$ cat src/led_calibration_interp_table_macros.svh
// assertion macros for the led calibration interpolation table
// used by led_calibration_interp_table.sv, no other dependencies
`ifndef LED_CALIBRATION_INTERP_TABLE_MACROS_SVH
`define LED_CALIBRATION_INTERP_TABLE_MACROS_SVH

// same-cycle implication, disabled while reset is asserted
`define LCIT_ASSERT_NOW(label, clk, rst_n, ante, cons) \
    label: assert property (@(posedge clk) disable iff (!rst_n) (ante) |-> (cons)) \
        else $error("lcit assertion failed");

// next-cycle implication, disabled while reset is asserted
`define LCIT_ASSERT_NEXT(label, clk, rst_n, ante, cons) \
    label: assert property (@(posedge clk) disable iff (!rst_n) (ante) |=> (cons)) \
        else $error("lcit assertion failed");

`endif

$ cat src/lcit_pkg.sv
// shared types, codes and the reset curve for the led calibration table
// no dependencies
package lcit_pkg;

    // opcodes of a request
    localparam logic [1:0] OP_CALIBRATE = 2'd0;
    localparam logic [1:0] OP_WRITE     = 2'd1;
    localparam logic [1:0] OP_READ      = 2'd2;

    // points per channel curve
    localparam logic [6:0] NUM_POINTS = 7'd65;

    // width used for address arithmetic before trimming to the memory size
    localparam int CALC_W = 13;

    // captured request that travels to the interpolation stage
    typedef struct packed {
        logic [1:0] op;
        logic [4:0] channel;
        logic [1:0] frac;
        logic       ch_bad;
        logic       idx_bad;
    } req_t;

    // reset curve point: 4000 * pt / 64, rounded down
    function automatic logic [11:0] ramp_point(input logic [6:0] pt);
        logic [18:0] prod;
        begin
            prod = 19'(pt) * 19'd4000;
            ramp_point = prod[17:6];
        end
    endfunction

endpackage

$ cat src/lcit_interp.sv
// result stage: interpolation between two curve points and status selection
// depends on lcit_pkg
module lcit_interp
(
    input  lcit_pkg::req_t req,
    input  logic [11:0]    lo_point,
    input  logic [11:0]    hi_point,
    output logic [11:0]    result_value,
    output logic           status
);

    logic [2:0]  w_lo;
    logic [13:0] mix;

    // weighted sum of the two neighboring points
    always_comb
    begin
        w_lo = 3'd4 - {1'b0, req.frac};
        mix  = 14'(lo_point) * 14'(w_lo) + 14'(hi_point) * 14'({1'b0, req.frac});
    end

    // select result and status by opcode
    always_comb
    begin
        result_value = 12'd0;
        status       = 1'b0;
        if (req.ch_bad)
        begin
            status = 1'b1;
        end
        else
        begin
            case (req.op)
                lcit_pkg::OP_CALIBRATE:
                begin
                    result_value = mix[13:2];
                end
                lcit_pkg::OP_WRITE:
                begin
                    status = req.idx_bad;
                end
                lcit_pkg::OP_READ:
                begin
                    status       = req.idx_bad;
                    result_value = req.idx_bad ? 12'd0 : lo_point;
                end
                default:
                begin
                    result_value = 12'd0;
                end
            endcase
        end
    end

endmodule

$ cat config.mk
export PLATFORM = sky130hd
export DESIGN_NAME = lcit_interp
export DESIGN_NICKNAME = d
export VERILOG_FILES = /design/src/led_calibration_interp_table_macros.svh /design/src/lcit_pkg.sv /design/src/lcit_interp.sv
export SDC_FILE = /design/constraint.sdc
export NUM_CORES = 1
export LEC_CHECK = 0
export BUFFER_PORTS_ARGS = -buffer_cell sky130_fd_sc_hd__clkbuf_2
export CAP_MARGIN = 20
export CORE_MARGIN = 10
export CORE_UTILIZATION = 40
export DETAILED_ROUTE_END_ITERATION = 16
export MAX_ROUTING_LAYER = met4
export PLACE_DENSITY = 0.68
export SLEW_MARGIN = 0
export SYNTH_ARGS = -nofsm -noshare
export SYNTH_HDL_FRONTEND = slang
export SYNTH_SLANG_ARGS = --single-unit
$ cat constraint.sdc
create_clock -name vclk -period 6.66
set_input_delay 1.332 -clock vclk [all_inputs]
set_output_delay 1.332 -clock vclk [all_outputs]
set_load 0.005 [all_outputs]
# --- After elaboration in Yosys (flattened, before gate mapping) ---
# Cells that the tools add are included.
classes:
  addsub: 2
  reduce_logical: 2
  mul: 2
  muxes: 5
  eq_ne: 2
op_table:
  columns: ["operator", "count"]
  rows:
  - ["two-way mux 12 bit", 2]
  - ["case mux 12 bit (2 select lines)", 1]
  - ["adder 14 bit", 1]
  - ["multiplier 12 x 2 -> 14 bit", 1]
  - ["multiplier 12 x 3 -> 14 bit", 1]
  - ["subtractor 3 x 2 -> 3 bit, first input constant", 1]
  - ["== test 2 x 1 -> 1 bit, second input constant", 1]
  - ["== test 2 bit, second input constant", 1]
  - ["logical NOT 2 bit", 1]
  - ["two-way mux 1 bit", 2]
  - ["OR reduction 2 bit", 1]
totals:
  output_inout_bits: 13
  reg_bits: 0
  inputBits: 35
  word_cells: 13

# --- Logic depth before layout (Yosys ltp) ---
# Gate-level depths: netlist of run 1.
logic_depth:
  word_depth: 5
  mapped_depth: 18
  ltp_nobuf: 15

# --- Worst setup path after synthesis of run 1 ---
# No wires, ideal clock.
synth_timing:
  path_kind: "in2out"
  startpoint: "input port req[2] in the netlist's numbering"
  endpoint: "output port result_value[11]"
  arrival_time_ns: 5.600
  path_stages: 17
  path_buffers: 3
  setup_slack_ns: -0.272
  required_ns: 5.328
  path_cell_list: "clkbuf_1 > inv_1 > ha_1 > clkbuf_1 > and2_1 > fa_1 > fa_1 > inv_1 > fa_1 > inv_1 > ha_1 > buf_6 > a21o_1 > a2111oi_4 > a21oi_2 > or4_1 > a32o_1"
synth_via:
  elab_chain_cells: 5
  elab_cells_between_ends: 6
  classes_between: "add/sub: 2; mul: 2; mux: 2"
synth_rtl:
  columns: ["item", "line_no", "rtl"]
  rows:
  - ["start, declared", "lcit_interp.sv:5", "input lcit_pkg::req_t req,"]
  - ["subtractor 3 x 2 -> 3 bit", "lcit_interp.sv:18", "w_lo = 3'd4 - {1'b0, req.frac};"]
  - ["multiplier 12 x 3 -> 14 bit", "lcit_interp.sv:19", "mix = 14'(lo_point) * 14'(w_lo) + 14'(hi_point) * 14'({1'b0, req.frac});"]
  - ["adder 14 bit (*)", "lcit_interp.sv:19", null]
  - ["case mux 12 bit (2 select lines) (*)", "lcit_interp.sv:33", "case (req.op)"]
  - ["two-way mux 12 bit (*)", "lcit_interp.sv:27", "if (req.ch_bad)"]
  - ["end, declared", "lcit_interp.sv:8", "output logic [11:0] result_value,"]
# Mark *: on every way between the ends. The rest lies on a longest branch, timed or not.

# --- Final worst setup path of run 1 ---
# Same ends and word-level chain as after synthesis.

==> results.cfg, run 1 <==
[placement]
gp_congestion = 0.903
placement.cell_area_um2 = 2330
buffer_ports.inserted = 43
dp_hpwl_um = 4170

[sta]
timing_hold_violations_final = 0
max_slew.worst_pin.slew_ns = 0.727
worst_slew_margin_rel_pct = 51.4
period_share_pct = 97.9
final_period_minus_worst_setup_slack_ns = 6.52
worst_hold_slack_ns = 2.95
achievable-frequency_ghz = 0.153
setup_viol_count_final = 0
max_slew_violation_total_from_the_final_report = 0

[drt]
viasPerCell = 4.97
finalWirelength_um = 4870
drt-initial-drc-count = 88
route.vias.total = 1808
route.detailed.wl_per_inst_um = 13.4
detailed_routing_iterations_pass_1 = 4
post-route-drc-count = 0
antenna_left = 0

[setup_path]
cp_data_required_time_ns = 5.33
cp_data_arrival_time_ns = 5.19
cp-end-kind = primary output
startpoint_type = input port
worstPathMaxFanout = 5
crit_start = req[2]
timing_worst_setup_path_type = in2out

[synthesis]
synth_top_cell_by_area = sky130_fd_sc_hd__fa_1
yosysSeqAreaShare_pct = 0
synthesis.area_um2 = 1970
synthesis.area_per_instance_um2 = 8.03
nets_in_the_synthesized_netlist = 331
yosysWarnings = 0
synth_cell_types = 36
synthTopCellsByArea = sky130_fd_sc_hd__fa_1 (33%), sky130_fd_sc_hd__and2_1 (13%), sky130_fd_sc_hd__ha_1 (12%)
postSynthCellCount = 245
yosysTopAreaCellShare_pct = 32.5

[global_route]
globalRouteTotalUtil_pct = 12.0
wire_length_of_the_first_global_routing_pass_um = 8540
antenna_found_initial = 0
vias_in_the_first_global_route = 1924
globalRoute.totalOverflow = 0
grt_max_degree = 24

[floorplan]
num_rows = 25
fp.dieW_um = 90.1
fp.coreArea_um2 = 4750
die_h_um = 90.1
die-area_um2 = 8130
top_level_ports = 48
floorplan.initialDensity_pct = 41.4

[finish]
synthesis_to_layout_area_growth_pct = 26.5
mostFrequentLayoutCells = sky130_fd_sc_hd__inv_1 (42), sky130_fd_sc_hd__clkbuf_2 (42), sky130_fd_sc_hd__and2_1 (38), sky130_fd_sc_hd__fa_1 (30), sky130_fd_sc_hd__nand2_1 (26)
final_layout_size_suffix_gt1_share_pct = 28.3
layout.filler_cells = 471
post-route-util_pct = 52.4
finish.net_count = 385
layout.clock_buffers = 0
nFlopsAndLatches = 0
stdcell_area_um2 = 2490
area.sequential_um2 = 0
diodes = 0

[pwr]
power_density_nw_per_um2 = 179
static-leakage-power_nw = 1.28
max-vdd-ir-drop_mv = 0.117
p_total_mw = 0.445

[run]
drv.max_cap_violation_count = 0

[hold_path]
holdCritStartpoint = req[0]
worst_hold_path_type = in2out

[cts]
hold_buf_cts = 0

[run_status]
run_status = finished, final reports clean
## per-stage QoR
stage                     setup WS [ns]  TNS (ns)  instances
after global placement           0.0626         0        360
final                             0.139         0        364
after detailed placement         0.0422         0        360
after floorplan                  0.0308         0        245
after CTS                        0.0402         0        360
after global routing           -0.00206  -0.00206        364
## metal layers
layer,track usage [%],vias up,share of wire (%)
li1,-,898,-
met1,14.4,885,45
met2,22.9,25,53
met3,0.582,0,1.8
met4,0.133,0,0
met5,-,-,0
## critical path: stages
cell,delay (ns)
sky130_fd_sc_hd__buf_2,0.11
sky130_fd_sc_hd__inv_2,0.05
sky130_fd_sc_hd__ha_4,0.17
sky130_fd_sc_hd__and2_4,0.15
sky130_fd_sc_hd__fa_1,0.45
sky130_fd_sc_hd__fa_1,0.49
sky130_fd_sc_hd__inv_1,0.05
sky130_fd_sc_hd__fa_1,0.55
sky130_fd_sc_hd__inv_2,0.05
sky130_fd_sc_hd__ha_4,0.20
sky130_fd_sc_hd__a21o_1,0.18
sky130_fd_sc_hd__a2111oi_4,0.39
sky130_fd_sc_hd__a21oi_2,0.11
sky130_fd_sc_hd__or4_1,0.53
sky130_fd_sc_hd__a32o_1,0.26
sky130_fd_sc_hd__clkbuf_2,0.11
## synth_stat cells, types with 3 or more instances
master                      n
sky130_fd_sc_hd__nand4_1    3
sky130_fd_sc_hd__a21o_1     7
sky130_fd_sc_hd__clkbuf_1   6
sky130_fd_sc_hd__inv_1     47
sky130_fd_sc_hd__and2_1    41
sky130_fd_sc_hd__nor2b_1    3
sky130_fd_sc_hd__ha_1      19
sky130_fd_sc_hd__o21ai_0    7
sky130_fd_sc_hd__nor2_1     5
sky130_fd_sc_hd__o21a_1     3
sky130_fd_sc_hd__xor2_1     4
sky130_fd_sc_hd__a21oi_1    9
sky130_fd_sc_hd__fa_1      32
sky130_fd_sc_hd__a22oi_1    3
sky130_fd_sc_hd__xnor2_1    5
sky130_fd_sc_hd__a32o_1     3
sky130_fd_sc_hd__nand2_1   26
## timing repair
action | CTS | global route
endpoints found under the hold margin | 0 | 0
setup buffers | 0 | 4
setup endpoints to repair | 0 | 5
resized for setup | 0 | 29
## final timing paths
path	end	slack, ns	cells past startpoint
min	status	2.95	3
max	result_value[11]	0.14	16
## final cells by class
type | instances | area, µm² | share of cell area, %
Inverter | 47 | 176 | 7.09
Multi-Input combinational cell | 191 | 1880 | 75.6
Tap cell | 67 | 83.8 | 3.37
Timing Repair Buffer | 59 | 347 | 13.9
## where the power goes
group | internal (mW) | switching, mW
registers | 0 | 0
clock network | 0 | 0
logic | 0.222 | 0.223
## cell families (layout without fill, tap and decap cells)
family	count (synthesis)	in the layout	synth area share, %
simple gates	86	86	23.8
buf+inv	54	106	10.7
fa+ha+maj	51	51	44.6
compound gates	45	45	16.8
xor+xnor	9	9	4.00
Note: power is estimated with default switching activity, not from simulation.
==> inputs of run 2 (changes only) <==
--- a/config.mk
+++ b/config.mk
@@ -5,13 +5,14 @@
 export SDC_FILE = /design/constraint.sdc
 export NUM_CORES = 1
 export LEC_CHECK = 0
+export ABC_CLOCK_PERIOD_IN_PS = 6700
 export BUFFER_PORTS_ARGS = -buffer_cell sky130_fd_sc_hd__clkbuf_2
 export CAP_MARGIN = 20
 export CORE_MARGIN = 10
 export CORE_UTILIZATION = 40
 export DETAILED_ROUTE_END_ITERATION = 16
 export MAX_ROUTING_LAYER = met4
-export PLACE_DENSITY = 0.68
+export PLACE_DENSITY = 0.66
 export SLEW_MARGIN = 0
 export SYNTH_ARGS = -nofsm -noshare
 export SYNTH_HDL_FRONTEND = slang
==> constraint.sdc (replaced) <==
create_clock -name vclk -period 6.7
set_input_delay 1.34 -clock vclk [all_inputs]
set_output_delay 1.34 -clock vclk [all_outputs]
set_load 0.005 [all_outputs]
==> run 2 against run 1 <==
Compared with the run above: design area is 2.2% lower; sequential share of layout area did not move; first-iteration DRC count down 31%; die area did not move; utilization decreased by 1.2 points; non-clock buffer count is the same; cell count unchanged; critical endpoint unchanged; via count fell by 1.5%; total power shrank 8.3%; combinational power shrank 8.3%.
==> results.cfg, run 2 (synthesized netlist as in run 1, its figures left out) <==
[finish]
diodes = 0
final_layout_size_suffix_gt1_share_pct = 25.6
nFlopsAndLatches = 0
stdcell_count = 364
synthesis_to_layout_area_growth_pct = 23.7
finish.net_count = 385
mostFrequentLayoutCells = sky130_fd_sc_hd__inv_1 (47), sky130_fd_sc_hd__clkbuf_2 (43), sky130_fd_sc_hd__and2_1 (38), sky130_fd_sc_hd__fa_1 (30), sky130_fd_sc_hd__nand2_1 (26)
area.sequential_um2 = 0
layout.clock_buffers = 0
layout.cells.most_common = sky130_fd_sc_hd__inv_1

[global_route]
grt_max_degree = 24
globalRoute.totalOverflow = 0
vias_in_the_first_global_route = 1840
globalRouteTotalUtil_pct = 12.0
antenna_found_initial = 0
wire_length_of_the_first_global_routing_pass_um = 8450

[sta]
timing_hold_violations_final = 0
period_share_pct = 97.5
max_slew.worst_pin.slew_ns = 0.699
rsz0062_at_grt = false
worst_slew_margin_rel_pct = 53.3
setup_tns_ns = 0
final_period_minus_worst_setup_slack_ns = 6.53
max_slew_violation_total_from_the_final_report = 0
setup_viol_count_final = 0
achievable-frequency_ghz = 0.153

[hold_path]
worstHoldEndpoint = status
hold_depth = 3
worst_hold_path_type = in2out
holdCritStartpoint = req[0]

[setup_path]
worstPathBufferInverterCount = 5
cell_occurring_most_often_along_the_worst_timing_path = sky130_fd_sc_hd__inv_1
timing_worst_setup_path_type = in2out
crit_path_cell_trace = clkbuf_2 > inv_1 > ha_4 > and2_4 > fa_2 > fa_1 > inv_1 > fa_1 > inv_1 > ha_2 > a21o_1 > a2111oi_4 > a21oi_2 > or4_1 > a32o_1 > clkbuf_2
worst_path_dominant_cell_family = adder cells
cp_data_arrival_time_ns = 5.19
critical_path.slowest_cell = sky130_fd_sc_hd__fa_1
worstPathMaxFanout = 6
startpoint_type = input port
crit_path_max_incr_delay_ns = 0.53
cp-end-kind = primary output
cp_data_required_time_ns = 5.36

[drt]
route.detailed.wl_per_inst_um = 12.9
antenna_left = 0
detailed_routing_iterations_pass_1 = 4
post-route-drc-count = 0
viasPerCell = 4.89
finalWirelength_um = 4700
drt-initial-drc-count = 61
route.vias.total = 1780

[placement]
dp_hpwl_um = 4000
gp_congestion = 0.864
placed_cells = 358
buffer_ports.inserted = 43

[floorplan]
die-area_um2 = 8130
top_level_ports = 48
floorplan.initialDensity_pct = 41.4
num_rows = 25
fp.dieW_um = 90.1
fp.coreArea_um2 = 4750
die_h_um = 90.1

[pwr]
power_density_nw_per_um2 = 167
p_total_mw = 0.408
max-vdd-ir-drop_mv = 0.101
static-leakage-power_nw = 1.28

[cts]
hold_buf_cts = 0

[run_status]
run_status = finished, final reports clean

[run]
drv.max_cap_violation_count = 0
## run 2: changes by cell type in the layout (fill, tap and decap cells not counted), moves of 2 or more
cell	before	now
sky130_fd_sc_hd__inv_1	42	47
sky130_fd_sc_hd__inv_2	5	0
sky130_fd_sc_hd__ha_4	8	4
sky130_fd_sc_hd__ha_1	10	12
sky130_fd_sc_hd__ha_2	1	3
## run 2: power breakdown
group / leakage [nW] / internal (mW) / switching (mW)
clock: 0 / 0 / 0
sequential: 0 / 0 / 0
combinational: 1.28 / 0.196 / 0.212
total: 1.28 / 0.196 / 0.212
## run 2: worst max path at each step
stage,from,to,depth (start not counted)
floorplan,req[2],result_value[11],17
global placement,req[2],result_value[11],16
detailed placement,req[2],result_value[11],16
CTS,req[2],result_value[11],16
global route,req[2],result_value[11],16
finish,req[3],result_value[11],16
## run 2: stage by stage
step / worst slack, ns / area, µm² / util, % / hold slack (ns)
after detailed placement: 0.0155 / 2310 / 48.7 / 2.98
after floorplan: 0.0548 / 2000 / - / 2.71
after global routing: 0.00654 / 2430 / 51.2 / 3.01
after global placement: 0.0428 / 2310 / 48.7 / 2.97
final: 0.169 / 2430 / 51.2 / 2.97
after CTS: 0.00754 / 2310 / 48.7 / 2.98
## run 2: timing repair
action / 4_1_cts / 5_1_grt
resized for setup: 0 / 18
setup endpoints to repair: 0 / 5
setup buffers: 0 / 6
## run 2: area by class of cell
class	instances	area, µm²
repair buffers	59	339
inverters	47	176
fillers	505	2320
multi-input cells	191	1840
well taps	67	83.8
## run 2: routing by layer
layer	GRT usage, %	wire length [µm]	up-vias	share of wire [%]
met5	-	0	-	0
met4	0.265	0	0	0
met3	0.748	93	0	2.0
met2	21.6	2420	22	51
met1	15.0	2190	865	47
li1	-	-	893	-
